File: config.mk
export PLATFORM = sky130hd
export DESIGN_NAME = tcw_ctrl
export DESIGN_NICKNAME = d
export VERILOG_FILES = /design/src/hdl/tcw_pkg.sv /design/src/hdl/tcw_ctrl.sv
export SDC_FILE = /design/constraint.sdc
export NUM_CORES = 1
export LEC_CHECK = 0
export BUFFER_PORTS_ARGS = -buffer_cell sky130_fd_sc_hd__buf_2
export CAP_MARGIN = 20
export CORE_AREA = 4 4 41 43
export CTS_BUF_LIST = sky130_fd_sc_hd__clkbuf_16
export DETAILED_ROUTE_END_ITERATION = 10
export DIE_AREA = 0 0 45 47
export SYNTH_ARGS = -nofsm -noshare
export SYNTH_HDL_FRONTEND = slang
export SYNTH_SLANG_ARGS = --single-unit
File: constraint.sdc
create_clock -name clk -period 1.3 [get_ports clk]
set_input_delay 0.13 -clock clk [delete_from_list [all_inputs] [get_ports clk]]
set_output_delay 0.13 -clock clk [all_outputs]
set_load 0.1 [all_outputs]
File: src/hdl/tcw_pkg.sv
`timescale 1ns / 1ps
// ----------------------------------------------------------------------------
// tcw_pkg
// Shared geometry, codes and control types for the text console writer.
// ----------------------------------------------------------------------------
package tcw_pkg;

  localparam int ROWS       = 25;
  localparam int COLS       = 80;
  localparam int CELL_COUNT = ROWS * COLS;

  localparam int ROW_W  = $clog2(ROWS);
  localparam int COL_W  = $clog2(COLS);
  localparam int ADDR_W = $clog2(CELL_COUNT);
  localparam int SCAN_W = $clog2(CELL_COUNT + 1);
  localparam int SUM_W  = $clog2(CELL_COUNT + COLS + 1);

  localparam logic [1:0] FUNC_PUT   = 2'd0;
  localparam logic [1:0] FUNC_READ  = 2'd1;
  localparam logic [1:0] FUNC_CLEAR = 2'd2;

  localparam logic [7:0]  NEWLINE_CODE = 8'h0a;
  localparam logic [7:0]  SPACE_CODE   = 8'h20;
  localparam logic [7:0]  ATTR_RESET   = 8'h07;
  localparam logic [15:0] RESET_BLANK  = 16'h0720;

  typedef struct packed {
    logic load_item;
    logic put_write;
    logic col_step;
    logic line_feed;
    logic read_issue;
    logic scan_clear;
    logic scroll_run;
    logic fill_run;
    logic fill_init;
    logic set_scrolled;
    logic load_result;
  } cmd_t;

  typedef struct packed {
    logic [1:0] func;
    logic       newline;
    logic       col_last;
    logic       last_row;
    logic       fill_end;
    logic       scroll_end;
  } stat_t;

endpackage

File: src/hdl/tcw_ctrl.sv
`timescale 1ns / 1ps
// ----------------------------------------------------------------------------
// tcw_ctrl
// Controller: sequences put, read, clear and scroll passes and owns the
// input and output handshakes.
// ----------------------------------------------------------------------------
module tcw_ctrl import tcw_pkg::*; (
  input  logic  clk,
  input  logic  rst,
  input  logic  in_valid,
  output logic  in_stall,
  output logic  out_valid,
  input  logic  out_stall,
  input  stat_t stat,
  output cmd_t  cmd
);

  typedef enum logic [2:0] {
    S_INIT,
    S_IDLE,
    S_DECODE,
    S_SCROLL,
    S_FILL,
    S_READ,
    S_FINISH
  } state_t;

  state_t state;
  state_t state_next;

  assign in_stall = (state != S_IDLE);

  always_comb begin
    cmd        = '0;
    state_next = state;
    unique case (state)
      S_INIT: begin
        cmd.fill_run  = 1'b1;
        cmd.fill_init = 1'b1;
        if (stat.fill_end) begin
          state_next = S_IDLE;
        end
      end
      S_IDLE: begin
        if (in_valid) begin
          cmd.load_item = 1'b1;
          state_next    = S_DECODE;
        end
      end
      S_DECODE: begin
        state_next = S_FINISH;
        unique case (stat.func)
          FUNC_PUT: begin
            if (!stat.newline) begin
              cmd.put_write = 1'b1;
            end
            if (stat.newline || stat.col_last) begin
              cmd.line_feed = 1'b1;
              if (stat.last_row) begin
                cmd.scan_clear   = 1'b1;
                cmd.set_scrolled = 1'b1;
                state_next       = S_SCROLL;
              end
            end else begin
              cmd.col_step = 1'b1;
            end
          end
          FUNC_READ: begin
            cmd.read_issue = 1'b1;
            state_next     = S_READ;
          end
          FUNC_CLEAR: begin
            cmd.scan_clear = 1'b1;
            state_next     = S_FILL;
          end
          default: begin
            state_next = S_FINISH;
          end
        endcase
      end
      S_SCROLL: begin
        cmd.scroll_run = 1'b1;
        if (stat.scroll_end) begin
          state_next = S_FINISH;
        end
      end
      S_FILL: begin
        cmd.fill_run = 1'b1;
        if (stat.fill_end) begin
          state_next = S_FINISH;
        end
      end
      S_READ: begin
        state_next = S_FINISH;
      end
      S_FINISH: begin
        if (!out_valid || !out_stall) begin
          cmd.load_result = 1'b1;
          state_next      = S_IDLE;
        end
      end
      default: begin
        state_next = S_INIT;
      end
    endcase
  end

  always_ff @(posedge clk) begin
    if (rst) begin
      state     <= S_INIT;
      out_valid <= 1'b0;
    end else begin
      state <= state_next;
      if (cmd.load_result) begin
        out_valid <= 1'b1;
      end else if (!out_stall) begin
        out_valid <= 1'b0;
      end
    end
  end

endmodule

==> results by group <==
STA
  – Setup TNS: -0.900 ns
  – Worst-margin pin slew: 0.482 ns
  – Fin Clk Skew: about 0.00057 ns
  – Crit share post-route: 1.13
  – # setup viols final: 10
  – Worst setup margin: -0.173 ns
  – Hold Slack: 0.143 ns
  – RSZ-0062 raised after global routing: true
  – Final hold violations: 0
  – Fin crit period: 1.47 ns
  – Relative slew margins: 0.681
  – Slew Limit Fails: 0
  – F_max: approximately 680 MHz

Power and ir drop
  – Leakage Power: 0.444 nW
  – Switch share: 0.435
  – PwrDens: 1680 mW/mm²
  – Internal power: 0.969 mW
  – Combinational Power Share: 0.620
  – Seq pwr share: 0.103
  – Net Sw Power: 0.747 mW
  – Peak supply drop: 0.00180 V
  – Clk pwr share: 0.277

Placed design
  – Post-DP HPWL: roughly 1100 µm
  – Port-buffer cells: 23
  – GPL Wtd Cong: 0.812
  – DP Area: 842 µm²

Cells and area
  – FF/Latch Area: 85.1 µm²
  – Ratio of cells with drive above 1 in the final layout: 0.659
  – Antenna cells: 0
  – Area Overhead vs Synth: 136%
  – Fin nets: 108
  – Area taken by multi-input logic gates: approximately 420 µm²
  – Layout fillers: 85
  – Final core occ: 0.785
  – Fin area: 0.00102 mm²

Logic synthesis
  – Most common cell in the netlist: nor2_1
  – Yosys cell types: 27
  – Post-synth top area share: 0.185
  – Yosys top cell by area: dfxtp_1
  – Syn nets: 71
  – Async S/R FF share, synth: 0
  – Synth area leaders: dfxtp_1 18%, ha_1 12%, nor2_1 6.9%
  – Syn. warnings: 0
  – Commonest cells post-synth: 8 x nor2_1, 4 x dfxtp_1, 4 x ha_1, 4 x inv_1
  – Avg Inst Size Synth: 7.73 µm²
  – Area of the mapped netlist: approximately 430 µm²
  – Syn Inst Count: 56
  – FF+latch count, synth: 4
  – EDFF count, synth: 0
  – Register area share after synthesis: 0.185
  – Dominant synthesized flop cell: dfxtp_1

Clock tree
  – CTS clock-pin slew for the worst setup and hold paths: 0.03 ns
  – Clk sinks: 4
  – Worst-Skew Late Latency: 0.22 ns
  – CTS buffer count: 3
  – H-tree Lvls: 1
  – Cts hold-fix bufs: 0
  – Clk buf depth: 2
  – CTS root buffer: clkbuf_16
  – CTS tree: yes

Setup path
  – Arrival @ worst endpoint: 1.34 ns
  – Startpoint type of the worst setup path: flop
  – CP required: 1.17 ns
  – Type of destination of the critical path: primary output
  – Worst Setup Path Type: flop to primary output
  – Max FO, Critical Path: 6

GRT
  – Tot GR Track Use: 0.158
  – Congestion Overflow GR: 0
  – First-pass GRT wire length: 2400 µm
  – Pin count of the biggest net entering global routing: 11
  – Vias in the first global route: 541
  – Initial antenna violation count: 0

Floorplan
  – Core area: 0.00130 mm²
  – DIE HEIGHT: 47 µm
  – FP Rows: 13
  – Initial Util: 0.333
  – Io pins: 24
  – Die area: 0.00212 mm²
  – Die width: 45 µm

Drt
  – Via count: ~560
  – Drc violations: 0
  – Total Wirelength: 1630 µm
  – Initial DRC count: 7
  – Antenna Violating Nets Remaining: 0
  – Vias/cell: 5.26
  – Wirelength per Cell: 15.3 µm
  – TritonRoute pass-1 iters: 2

Outcome
  – Failing checks: setup timing
  – Outcome: finished with violations

Flow run
  – Max_cap viols: 0

Worst hold path
  – Hold Path Class: input pin to flop
routing by layer:
metal	wire length, µm	global-route usage
met1	583	0.169
met2	938	0.299
met3	66	0.0192
met4	37	0.0877
met5	0	0
worst max-delay path, stage by stage, from the launching register on:
cell and delay [ns]:
dfxtp_2 0.34, nor3b_4 0.26, nand2_4 0.14, nor3_4 0.17, buf_12 0.20
worst paths after layout:
kind / from / to / slack, ns / cells after the start
setup reg to reg: state[2] / state[0] / 0.11 / 5
hold / removal: rst / out_valid / 0.14 / 2
setup / recovery: state[0] / cmd[8] / -0.17 / 4
hold reg to reg: state[0] / state[0] / 0.51 / 2
power by group through the flow:
stage	Combinational (mW)	Clock, mW	Sequential (mW)
floorplan	0.626	0	0.171
global placement	0.918	0	0.176
detailed placement	0.925	0	0.177
CTS	0.992	0.483	0.177
global route	1.11	0.497	0.181
finish	1.06	0.475	0.177
flip-flops by register name, indices dropped and copies added (netlist names):
| register | count |
|---|---|
| state | 3 |
| out_valid | 1 |
cell usage in the layout (no fill, tap or decap), types with 2 or more instances in the layout:
cell type / netlist / final
ha_1: 4 / 4
o21a_1: 3 / 3
buf_2: 0 / 11
inv_1: 4 / 4
nor2_1: 8 / 3
buf_12: 0 / 12
nor2_4: 0 / 4
buf_4: 3 / 8
a311oi_1: 2 / 2
buf_6: 0 / 2
o21ai_0: 2 / 2
nor3_4: 0 / 2
nand2b_1: 2 / 2
dfxtp_2: 0 / 4
clkbuf_16: 0 / 3
buf_8: 0 / 2
and2_4: 0 / 2
cell type report:
class,instances,share of cell area
well taps,15,0.0184
repair buffers,35,0.400
flip-flops and latches,4,0.0833
multi-input cells,45,0.411
clock buffers,3,0.0735
inverters,4,0.0147
cell families after synthesis:
logic type / share of synthesized area
adders and majority gates: 0.116
AOI/OAI and AO/OA: 0.283
buffers and inverters: 0.0867
DFF: 0.185
and+or+nand+nor: 0.306
muxes: 0.0231
per-stage QoR:
step	setup WS (ns)	std cells	total power, mW
2_1_floorplan	-0.395	56	0.797
3_3_place_gp	0.0835	97	1.09
3_5_place_dp	0.0233	97	1.10
4_1_cts	-0.153	103	1.65
5_1_grt	-0.249	106	1.79
6_report	-0.173	106	1.72
timing repair:
action,CTS,global route
gates resized for setup,10,6
pin swaps,1,5
endpoints found under the setup margin,9,10
setup buffers,3,3
No activity file was read; power rests on OpenSTA's default activity.
